--- config.mk ---
export PLATFORM = sky130hd
export DESIGN_NAME = battery_soc_adjust_top
export DESIGN_NICKNAME = d
export VERILOG_FILES = /design/src/sv/bsa_pkg.sv /design/src/sv/bsa_ctrl.sv /design/src/sv/bsa_datapath.sv /design/src/sv/battery_soc_adjust_top.sv
export SDC_FILE = /design/constraint.sdc
export NUM_CORES = 2
export LEC_CHECK = 0
export BUFFER_PORTS_ARGS = -buffer_cell sky130_fd_sc_hd__buf_4
export CORE_AREA = 2 2 272 274
export CTS_BUF_LIST = sky130_fd_sc_hd__clkbuf_8
export CTS_CLUSTER_SIZE = 14
export DETAILED_ROUTE_END_ITERATION = 8
export DIE_AREA = 0 0 274 276
export HOLD_SLACK_MARGIN = 0.12
export MAX_ROUTING_LAYER = met4
export PLACE_DENSITY = 0.53
export SYNTH_ARGS = -nofsm -noshare
export SYNTH_HDL_FRONTEND = slang
export SYNTH_SLANG_ARGS = --single-unit
--- constraint.sdc ---
create_clock -name i_clk -period 20 [get_ports i_clk]
set_input_delay 0 -clock i_clk [delete_from_list [all_inputs] [get_ports i_clk]]
set_output_delay 0 -clock i_clk [all_outputs]
set_load 0.01 [all_outputs]
--- src/sv/bsa_pkg.sv ---
`default_nettype none

package bsa_pkg;

    // field widths
    localparam int LVL_W      = 15;
    localparam int EMPTY_W    = 10;
    localparam int PCT_W      = 7;
    localparam int BYTE_W     = 8;
    localparam int CFG_IDX_W  = 3;
    localparam int CFG_DATA_W = 15;
    localparam int ZRUN_W     = 2;

    // raw level forming
    localparam logic [LVL_W-1:0] PCT_SCALE = 15'd100;
    localparam int               LSB_SHIFT = 8;

    // scaled level: num * 10000 fits in 28 bits
    localparam int                DIVD_W    = 28;
    localparam int                DIV_CNT_W = 5;
    localparam logic [DIV_CNT_W-1:0] DIV_LAST = DIV_CNT_W'(DIVD_W - 1);
    localparam int                T_W       = 14;
    localparam logic [T_W-1:0]    SCALE_FULL = 14'd10000;

    // offset curve
    localparam logic [T_W-1:0] OFS_LO   = 14'd2100;
    localparam logic [T_W-1:0] OFS_A    = 14'd3100;
    localparam logic [T_W-1:0] OFS_B    = 14'd7100;
    localparam logic [T_W-1:0] OFS_HI   = 14'd8100;
    localparam logic [T_W-1:0] OFS_BASE = 14'd300;
    localparam logic [T_W-1:0] OFS_STEP = 14'd150;
    localparam logic [T_W-1:0] OFS_TOP  = 14'd1200;

    // t*15/100 == (3t)/20, reciprocal of 20 scaled by 2^19 (exact for t < 8100)
    localparam int                 F_W        = 12;
    localparam int                 X3_W       = 16;
    localparam int                 FPROD_W    = 31;
    localparam logic [FPROD_W-1:0] RECIP20    = 31'd26215;
    localparam int                 RECIP20_SH = 19;

    // t/100, reciprocal of 100 scaled by 2^19 (exact for t <= 10000)
    localparam int                 PPROD_W     = 27;
    localparam logic [PPROD_W-1:0] RECIP100    = 27'd5243;
    localparam int                 RECIP100_SH = 19;
    localparam logic [PCT_W-1:0]   PCT_MAX     = 7'd100;

    localparam logic [ZRUN_W-1:0]  ZERO_LIMIT = 2'd3;

    // register reset values
    localparam logic [LVL_W-1:0]   RST_EMPTY_COND = 15'd100;
    localparam logic [EMPTY_W-1:0] RST_EMPTY      = 10'd20;
    localparam logic [LVL_W-1:0]   RST_FULL_LOW   = 15'd9250;
    localparam logic [LVL_W-1:0]   RST_FULL_HIGH  = 15'd9680;
    localparam logic [EMPTY_W-1:0] RST_FULL_KEEP  = 10'd30;
    localparam logic [LVL_W-1:0]   RST_FULL_DEF   = 15'd9350;

    localparam logic CMD_SAMPLE = 1'b0;
    localparam logic CMD_FULL   = 1'b1;

    typedef enum logic [CFG_IDX_W-1:0] {
        CFG_EMPTY_COND = 3'd0,
        CFG_EMPTY      = 3'd1,
        CFG_FULL_LOW   = 3'd2,
        CFG_FULL_HIGH  = 3'd3,
        CFG_FULL_KEEP  = 3'd4,
        CFG_FULL_DEF   = 3'd5,
        CFG_OFS_EN     = 3'd6
    } t_cfg_idx;

    typedef enum logic [2:0] {
        ST_IDLE,
        ST_PREP,
        ST_DIV,
        ST_OFS,
        ST_ADJ,
        ST_PCT,
        ST_DONE
    } t_state;

    typedef struct packed {
        logic load;
        logic prep;
        logic div_step;
        logic ofs;
        logic adj;
        logic pct;
        logic commit;
    } t_dp_cmd;

    typedef struct packed {
        logic is_full;
        logic bypass;
    } t_dp_sts;

endpackage

`default_nettype wire

--- src/sv/bsa_ctrl.sv ---
`default_nettype none

module bsa_ctrl (
    input  wire logic             i_clk,
    input  wire logic             i_rst_n,
    input  wire logic             i_in_valid,
    input  wire logic             i_out_stall,
    input  wire bsa_pkg::t_dp_sts i_sts,
    output logic                  o_in_stall,
    output logic                  o_out_valid,
    output bsa_pkg::t_dp_cmd      o_cmd
);

    bsa_pkg::t_state                  r_state, n_state;
    logic [bsa_pkg::DIV_CNT_W-1:0]    r_cnt, n_cnt;
    logic                             r_out_valid, n_out_valid;
    logic                             w_out_free;

    always_ff @(posedge i_clk) begin
        if (!i_rst_n) begin
            r_state     <= bsa_pkg::ST_IDLE;
            r_cnt       <= '0;
            r_out_valid <= 1'b0;
        end else begin
            r_state     <= n_state;
            r_cnt       <= n_cnt;
            r_out_valid <= n_out_valid;
        end
    end

    always_comb begin
        w_out_free  = !r_out_valid || !i_out_stall;
        n_state     = r_state;
        n_cnt       = r_cnt;
        n_out_valid = r_out_valid && i_out_stall;
        o_cmd       = '0;
        case (r_state)
            bsa_pkg::ST_IDLE: begin
                if (i_in_valid) begin
                    o_cmd.load = 1'b1;
                    n_state    = bsa_pkg::ST_PREP;
                end
            end
            bsa_pkg::ST_PREP: begin
                if (i_sts.is_full) begin
                    n_state = bsa_pkg::ST_DONE;
                end else begin
                    o_cmd.prep = 1'b1;
                    n_cnt      = '0;
                    n_state    = i_sts.bypass ? bsa_pkg::ST_OFS : bsa_pkg::ST_DIV;
                end
            end
            bsa_pkg::ST_DIV: begin
                o_cmd.div_step = 1'b1;
                n_cnt          = r_cnt + 1'b1;
                if (r_cnt == bsa_pkg::DIV_LAST) begin
                    n_state = bsa_pkg::ST_OFS;
                end
            end
            bsa_pkg::ST_OFS: begin
                o_cmd.ofs = 1'b1;
                n_state   = bsa_pkg::ST_ADJ;
            end
            bsa_pkg::ST_ADJ: begin
                o_cmd.adj = 1'b1;
                n_state   = bsa_pkg::ST_PCT;
            end
            bsa_pkg::ST_PCT: begin
                o_cmd.pct = 1'b1;
                n_state   = bsa_pkg::ST_DONE;
            end
            bsa_pkg::ST_DONE: begin
                if (w_out_free) begin
                    o_cmd.commit = 1'b1;
                    n_out_valid  = 1'b1;
                    n_state      = bsa_pkg::ST_IDLE;
                end
            end
            default: begin
                n_state = bsa_pkg::ST_IDLE;
            end
        endcase
    end

    assign o_in_stall  = (r_state != bsa_pkg::ST_IDLE);
    assign o_out_valid = r_out_valid;

endmodule

`default_nettype wire

--- src/sv/bsa_datapath.sv ---
`default_nettype none

module bsa_datapath (
    input  wire logic                             i_clk,
    input  wire logic                             i_rst_n,
    input  wire bsa_pkg::t_dp_cmd                 i_cmd_ctl,
    output bsa_pkg::t_dp_sts                      o_sts,
    input  wire logic                             i_cfg_we,
    input  wire logic [bsa_pkg::CFG_IDX_W-1:0]    i_cfg_index,
    input  wire logic [bsa_pkg::CFG_DATA_W-1:0]   i_cfg_data,
    input  wire logic                             i_cmd,
    input  wire logic [bsa_pkg::BYTE_W-1:0]       i_level_msb,
    input  wire logic [bsa_pkg::BYTE_W-1:0]       i_level_lsb,
    output logic [bsa_pkg::PCT_W-1:0]             o_percent,
    output logic [bsa_pkg::LVL_W-1:0]             o_raw_level,
    output logic [bsa_pkg::LVL_W-1:0]             o_full_level_now
);

    // configuration
    logic [bsa_pkg::LVL_W-1:0]   r_empty_cond, r_full_low, r_full_high;
    logic [bsa_pkg::EMPTY_W-1:0] r_empty, r_keep;
    logic                        r_ofs_en;

    // kept state
    logic [bsa_pkg::LVL_W-1:0]   r_full_level, r_last_raw;
    logic [bsa_pkg::PCT_W-1:0]   r_last_pct;
    logic [bsa_pkg::ZRUN_W-1:0]  r_zero_run;

    // per-item working registers
    logic                        r_cmd;
    logic [bsa_pkg::LVL_W-1:0]   r_den;
    logic [bsa_pkg::LVL_W-1:0]   r_rem;
    logic [bsa_pkg::DIVD_W-1:0]  r_quo;
    logic [bsa_pkg::T_W-1:0]     r_t;
    logic [bsa_pkg::F_W-1:0]     r_f;
    logic [bsa_pkg::PCT_W-1:0]   r_pct_raw;

    // result registers
    logic [bsa_pkg::PCT_W-1:0]   r_out_percent;
    logic [bsa_pkg::LVL_W-1:0]   r_out_raw, r_out_full;

    logic [bsa_pkg::LVL_W-1:0]   w_raw, w_empty15, w_keep15, w_num, w_adj_full;
    logic [bsa_pkg::LVL_W:0]     w_trial, w_low_keep;
    logic                        w_qbit;
    logic [bsa_pkg::T_W-1:0]     w_t, w_t_adj;
    logic [bsa_pkg::X3_W-1:0]    w_x3;
    logic [bsa_pkg::FPROD_W-1:0] w_fprod;
    logic [bsa_pkg::PPROD_W-1:0] w_pprod;
    logic [bsa_pkg::ZRUN_W-1:0]  w_zrun_inc, w_zrun_next;
    logic [bsa_pkg::PCT_W-1:0]   w_pct_final;
    logic                        w_at_empty, w_full_low_den;

    // raw = msb*100 + lsb*100/256
    assign w_raw = bsa_pkg::LVL_W'(i_level_msb) * bsa_pkg::PCT_SCALE
                 + ((bsa_pkg::LVL_W'(i_level_lsb) * bsa_pkg::PCT_SCALE) >> bsa_pkg::LSB_SHIFT);

    assign w_empty15      = bsa_pkg::LVL_W'(r_empty);
    assign w_keep15       = bsa_pkg::LVL_W'(r_keep);
    assign w_at_empty     = (r_last_raw <= r_empty_cond);
    assign w_full_low_den = (r_full_level <= w_empty15);
    assign w_num          = (r_last_raw > w_empty15) ? (r_last_raw - w_empty15) : '0;

    assign o_sts.is_full = (r_cmd == bsa_pkg::CMD_FULL);
    assign o_sts.bypass  = w_at_empty || w_full_low_den;

    // restoring divider step
    assign w_trial = {r_rem, r_quo[bsa_pkg::DIVD_W-1]};
    assign w_qbit  = (w_trial >= {1'b0, r_den});

    // cap at full scale, then 3t for the offset curve
    assign w_t     = (r_quo > bsa_pkg::DIVD_W'(bsa_pkg::SCALE_FULL)) ?
                     bsa_pkg::SCALE_FULL : r_quo[bsa_pkg::T_W-1:0];
    assign w_x3    = bsa_pkg::X3_W'(w_t) + bsa_pkg::X3_W'({w_t, 1'b0});
    assign w_fprod = bsa_pkg::FPROD_W'(w_x3) * bsa_pkg::RECIP20;

    always_comb begin
        w_t_adj = r_t;
        if (r_ofs_en && (r_t >= bsa_pkg::OFS_LO) && (r_t < bsa_pkg::OFS_HI)) begin
            if (r_t < bsa_pkg::OFS_A) begin
                w_t_adj = r_t + bsa_pkg::OFS_BASE - bsa_pkg::T_W'(r_f);
            end else if (r_t < bsa_pkg::OFS_B) begin
                w_t_adj = r_t - bsa_pkg::OFS_STEP;
            end else begin
                w_t_adj = r_t + bsa_pkg::T_W'(r_f) - bsa_pkg::OFS_TOP;
            end
        end
    end

    assign w_pprod = bsa_pkg::PPROD_W'(r_t) * bsa_pkg::RECIP100;

    // zero hold: a zero only shows on the third in a row
    always_comb begin
        w_zrun_inc  = r_zero_run + 1'b1;
        w_zrun_next = '0;
        w_pct_final = r_pct_raw;
        if (r_pct_raw == '0) begin
            if (w_zrun_inc >= bsa_pkg::ZERO_LIMIT) begin
                w_zrun_next = '0;
            end else begin
                w_zrun_next = w_zrun_inc;
                w_pct_final = r_last_pct;
            end
        end
    end

    // adaptive full level on charger full
    assign w_low_keep = {1'b0, r_full_low} + {1'b0, w_keep15};
    always_comb begin
        if (r_last_raw < r_full_low) begin
            w_adj_full = r_full_low;
        end else if (r_last_raw > r_full_high) begin
            w_adj_full = (r_full_high > w_keep15) ? (r_full_high - w_keep15) : '0;
        end else if ({1'b0, r_last_raw} > w_low_keep) begin
            w_adj_full = r_last_raw - w_keep15;
        end else begin
            w_adj_full = r_full_low;
        end
    end

    always_ff @(posedge i_clk) begin
        if (!i_rst_n) begin
            r_empty_cond <= bsa_pkg::RST_EMPTY_COND;
            r_empty      <= bsa_pkg::RST_EMPTY;
            r_full_low   <= bsa_pkg::RST_FULL_LOW;
            r_full_high  <= bsa_pkg::RST_FULL_HIGH;
            r_keep       <= bsa_pkg::RST_FULL_KEEP;
            r_ofs_en     <= 1'b0;
            r_full_level <= bsa_pkg::RST_FULL_DEF;
            r_last_raw   <= '0;
            r_last_pct   <= '0;
            r_zero_run   <= '0;
        end else begin
            if (i_cfg_we) begin
                case (bsa_pkg::t_cfg_idx'(i_cfg_index))
                    bsa_pkg::CFG_EMPTY_COND: r_empty_cond <= i_cfg_data;
                    bsa_pkg::CFG_EMPTY:      r_empty      <= i_cfg_data[bsa_pkg::EMPTY_W-1:0];
                    bsa_pkg::CFG_FULL_LOW:   r_full_low   <= i_cfg_data;
                    bsa_pkg::CFG_FULL_HIGH:  r_full_high  <= i_cfg_data;
                    bsa_pkg::CFG_FULL_KEEP:  r_keep       <= i_cfg_data[bsa_pkg::EMPTY_W-1:0];
                    // writing the default full level overwrites the tracked full level
                    bsa_pkg::CFG_FULL_DEF:   r_full_level <= i_cfg_data;
                    bsa_pkg::CFG_OFS_EN:     r_ofs_en     <= i_cfg_data[0];
                    default: begin
                    end
                endcase
            end
            if (i_cmd_ctl.load && (i_cmd == bsa_pkg::CMD_SAMPLE)) begin
                r_last_raw <= w_raw;
            end
            if (i_cmd_ctl.commit) begin
                if (r_cmd == bsa_pkg::CMD_FULL) begin
                    r_full_level <= w_adj_full;
                end else begin
                    r_last_pct <= w_pct_final;
                    r_zero_run <= w_zrun_next;
                end
            end
        end
    end

    // working and result registers, no reset needed
    always_ff @(posedge i_clk) begin
        if (i_cmd_ctl.load) begin
            r_cmd <= i_cmd;
        end
        if (i_cmd_ctl.prep) begin
            r_rem <= '0;
            r_den <= r_full_level - w_empty15;
            if (w_at_empty) begin
                r_quo <= '0;
            end else if (w_full_low_den) begin
                r_quo <= bsa_pkg::DIVD_W'(bsa_pkg::SCALE_FULL);
            end else begin
                r_quo <= bsa_pkg::DIVD_W'(w_num) * bsa_pkg::DIVD_W'(bsa_pkg::SCALE_FULL);
            end
        end
        if (i_cmd_ctl.div_step) begin
            r_rem <= w_qbit ? bsa_pkg::LVL_W'(w_trial - {1'b0, r_den})
                            : w_trial[bsa_pkg::LVL_W-1:0];
            r_quo <= {r_quo[bsa_pkg::DIVD_W-2:0], w_qbit};
        end
        if (i_cmd_ctl.ofs) begin
            r_t <= w_t;
            r_f <= bsa_pkg::F_W'(w_fprod >> bsa_pkg::RECIP20_SH);
        end
        if (i_cmd_ctl.adj) begin
            r_t <= w_t_adj;
        end
        if (i_cmd_ctl.pct) begin
            r_pct_raw <= bsa_pkg::PCT_W'(w_pprod >> bsa_pkg::RECIP100_SH);
        end
        if (i_cmd_ctl.commit) begin
            r_out_raw <= r_last_raw;
            if (r_cmd == bsa_pkg::CMD_FULL) begin
                r_out_percent <= r_last_pct;
                r_out_full    <= w_adj_full;
            end else begin
                r_out_percent <= w_pct_final;
                r_out_full    <= r_full_level;
            end
        end
    end

    assign o_percent        = r_out_percent;
    assign o_raw_level      = r_out_raw;
    assign o_full_level_now = r_out_full;

endmodule

`default_nettype wire

--- src/sv/battery_soc_adjust_top.sv ---
// channel   direction  handshake                  payload
// in        to block   i_in_valid / o_in_stall    i_cmd, i_level_msb, i_level_lsb
// out       from block o_out_valid / i_out_stall  o_percent, o_raw_level, o_full_level_now
// cfg       to block   i_cfg_we (no wait)         i_cfg_index, i_cfg_data
//
// one request at a time: a gauge sample that needs scaling runs through the 28-step
// restoring divider before the next request is accepted
// a sample at or below the empty condition, or with full not above empty, skips the
// divider; a charger-full request skips the divider, the offset curve and the percent step
// reset is synchronous and active low; configuration and adaptive state return to defaults
// a stalled result waits in the output register; the controller holds its last step
// until the register frees, and the block stays stalled on its input meanwhile
`default_nettype none

module battery_soc_adjust_top (
    input  wire logic                           i_clk,
    input  wire logic                           i_rst_n,
    // input request channel
    input  wire logic                           i_in_valid,
    output logic                                o_in_stall,
    input  wire logic                           i_cmd,
    input  wire logic [bsa_pkg::BYTE_W-1:0]     i_level_msb,
    input  wire logic [bsa_pkg::BYTE_W-1:0]     i_level_lsb,
    // result channel
    output logic                                o_out_valid,
    input  wire logic                           i_out_stall,
    output logic [bsa_pkg::PCT_W-1:0]           o_percent,
    output logic [bsa_pkg::LVL_W-1:0]           o_raw_level,
    output logic [bsa_pkg::LVL_W-1:0]           o_full_level_now,
    // configuration write port
    input  wire logic                           i_cfg_we,
    input  wire logic [bsa_pkg::CFG_IDX_W-1:0]  i_cfg_index,
    input  wire logic [bsa_pkg::CFG_DATA_W-1:0] i_cfg_data
);

    // step commands down, per-request status back up
    bsa_pkg::t_dp_cmd w_cmd_ctl;
    bsa_pkg::t_dp_sts w_sts;

    // sequencer: accept, prepare, divide, bend, to percent, hand over
    bsa_ctrl u_ctrl (
        .i_clk       (i_clk),
        .i_rst_n     (i_rst_n),
        .i_in_valid  (i_in_valid),
        .i_out_stall (i_out_stall),
        .i_sts       (w_sts),
        .o_in_stall  (o_in_stall),
        .o_out_valid (o_out_valid),
        .o_cmd       (w_cmd_ctl)
    );

    // registers, divider, offset curve, zero hold and full level tracking
    bsa_datapath u_datapath (
        .i_clk            (i_clk),
        .i_rst_n          (i_rst_n),
        .i_cmd_ctl        (w_cmd_ctl),
        .o_sts            (w_sts),
        .i_cfg_we         (i_cfg_we),
        .i_cfg_index      (i_cfg_index),
        .i_cfg_data       (i_cfg_data),
        .i_cmd            (i_cmd),
        .i_level_msb      (i_level_msb),
        .i_level_lsb      (i_level_lsb),
        .o_percent        (o_percent),
        .o_raw_level      (o_raw_level),
        .o_full_level_now (o_full_level_now)
    );

endmodule

`default_nettype wire

==> metrics.txt <==
port bufs a little under 80; async set-reset flop share out of synthesis 0; average size of a mapped cell about 9.1 sq um; Slowest cell on crit path xor2_1; core region area just over 0.07 sq mm; post-synthesis register bit count 243; startpoint class of the critical path flip-flop; outcome complete, no violations; # rows between 90 and 100; # IOs 79; PwrDens about 150 mW/mm^2; Final ANT Viol Nets 0; Area Overhead vs Synth 9.94%; total grt overflow 0; synth cell count leaders ha_1 (556), inv_1 (556), nand2_1 (265); final hold violations 0; placed cell area between 0.03 and 0.04 sq mm; CP top delay family compound AO/OA/AOI/OAI gates; MaxCap Viol Count 0; Tcrit/Tclk final 0.502; Worst EP required ~20000 ps; Seq/Total Area, Yosys 0.214; TritonCTS Buffers between 40 and 50; worst clock skew roughly 65 ps; Arr. time, crit path between 10000 and 15000 ps; Yosys warnings 0; Post-Syn Instances ~3.2k; Max VDD drop around 0.00043 V; Max-slew headroom 0.263; Synth Flop Type edfxtp_1; internal power between 2 and 3 mW; part of the power in registers 0.151; TritonCTS Sinks between 200 and 250; fraction of layout instances using a drive strength above 1 0.0646; Leakage between 15 and 20 nW; worst-path maximum fanout 14; dominant cell type by area after synthesis ha_1; post-synth cell types between 90 and 100; ranking of synthesized cells by area ha_1 (24%), edfxtp_1 (13%), fa_1 (13%); Initial Utilization 0.396; drt wl/cell roughly 18 microns; routed length on met2 35.3 mm; die width roughly 270 microns; H-Tree Depth 2; WL met1 ~36 mm; DRT iter0 DRCs 1129; Post-CTS Setup Repair Bufs 0; CP Class reg2reg; Worst-path clk slew about 60 ps; Root Driver clkbuf_8; RSZ-0062 raised after global routing no; Die Y between 200 and 300 microns; met3 routed wirelength roughly 2.8 mm; Crit path largest cell delay roughly 590 ps; crit end category flip-flop; synthesized area between 0.02 and 0.03 sq mm; first-pass iteration count of the detailed router 7; WHS ~170 ps; Max Used Layer met4; Finished Cell Area 0.0316 sq mm; switch share 0.488; drt drc 0; Worst-Margin Slew between 1000 and 1500 ps; first-pass GRT wire length 121 mm; worst hold path class in2reg; initial antenna violation count 1; Synth top area share 0.242; Longest Clk Path Bufs 3; Skew-Pair Late Insertion Delay approximately 650 ps; vias in the first global route ~22k; number of synthesized flops with an enable pin approximately 130; Pins Over Slew Limit 0; syn_nets approximately 4k; setup TNS 0 ps; vias ~22k; Tot Pwr 4.89 mW; GRT Total Usage 0.206; Logic pwr share 0.745; placed wire-length estimate slightly above 60 mm; fin util 0.435; largest net degree at the start of global routing 74; Switch Pwr roughly 2.4 mW; Final GP Congestion roughly 0.93; total wire length approximately 76 mm; final net count slightly above 4k; Peak Freq 99.6 MHz; Vias/cell 5.17; Min Clock Period, post-route ~10000 ps; die area around 0.076 sq mm; Final setup viols 0; Clk pwr share 0.104; CTS tree done; Bufs and invs on worst path 5
-- logic make-up after synthesis --
logic type	after synthesis	synth area share
multiplexers	39	0.0143
flip-flops	243	0.214
XOR/XNOR	180	0.0549
AO/OA/AOI/OAI	626	0.142
adder cells (fa/ha/maj)	746	0.374
AND/OR/NAND/NOR	713	0.116
buffers and inverters	627	0.0846
-- placed cells by master, fill, tap and decap left out, types with 25 or more instances in the layout --
master,count
clkbuf_8,50
o211ai_1,34
dfxtp_1,114
nor3_1,48
o21ai_0,99
nor2b_1,28
buf_4,88
fa_1,189
nand2_1,265
nor2_1,163
o21bai_1,25
o21a_1,25
xor2_1,62
a21o_1,59
xnor2_1,118
nand3_1,49
edfxtp_1,129
ha_1,556
nand4_1,26
a211oi_1,38
a21oi_1,208
dlygate4sd3_1,39
and3_1,31
inv_1,568
-- path summary, 6_finish.rpt --
| check | start | endpoint | slack, ps | depth (start not counted) |
|---|---|---|---|---|
| worst max-delay path | u_datapath.r_quo[1] | u_datapath.r_f[10] | 9960 | 35 |
| worst min register to register | u_datapath.r_empty_cond[4] | u_datapath.r_empty_cond[4] | 460 | 2 |
| worst min-delay path | i_level_lsb[5] | u_datapath.r_last_raw[0] | 170 | 6 |
| worst max register to register | u_datapath.r_quo[1] | u_datapath.r_f[10] | 9960 | 35 |
-- stage by stage --
| step | std cells | setup WS, ps |
|---|---|---|
| after CTS | 4273 | 9880 |
| after global placement | 4151 | 10060 |
| after floorplan | 3174 | 11010 |
| after detailed placement | 4151 | 9900 |
| final | 4274 | 9960 |
| after global routing | 4274 | 9070 |
-- cell type report --
cell class	instances	area [sq um]
inverter	557	2090
antenna	1	2.50
multi-input combinational	2304	20200
clock buffer	50	688
sequential	243	6160
tap	959	1200
timing repair buffer	127	1050
clock inverter	33	235
fill	7258	41000
-- routing by layer --
metal,global-route usage,up-vias
li1,-,11000
met1,0.271,10600
met2,0.335,389
met3,0.0201,117
met4,0.0570,0
met5,-,-
-- flip-flops by register name, indices dropped and copies added (netlist names), 10 cells and up --
signal	flops
u_datapath.r_quo	28
u_datapath.o_full_level_now	15
u_datapath.o_raw_level	15
u_datapath.r_den	15
u_datapath.r_empty_cond	15
u_datapath.r_full_high	15
u_datapath.r_full_level	15
u_datapath.r_full_low	15
u_datapath.r_last_raw	15
u_datapath.r_rem	15
u_datapath.r_t	14
u_datapath.r_f	12
u_datapath.r_empty	10
u_datapath.r_keep	10
-- worst reg2reg max path: cells and delay by family (launching register included) --
kind                       cells  cell delay (ps)
adders and majority gates      8             3410
and+or+nand+nor                4             1030
DFF                            1              480
AOI/OAI and AO/OA             16             3770
buffers and inverters          5              390
xor gates and xnor gates       2              730
-- power by group through the flow --
stage / Sequential, mW / Combinational (mW) / Clock [mW]
5_1_grt: 0.744 / 4.22 / 0.541
4_1_cts: 0.736 / 3.71 / 0.524
2_1_floorplan: 0.711 / 2.87 / 0
3_5_place_dp: 0.746 / 3.65 / 0
6_report: 0.737 / 3.65 / 0.509
3_3_place_gp: 0.743 / 3.63 / 0
-- timing repair --
item	CTS	global route
resized for setup	0	0
endpoints found under the hold margin	113	0
hold buffers	39	0
Power figures use the tool's default switching activity.
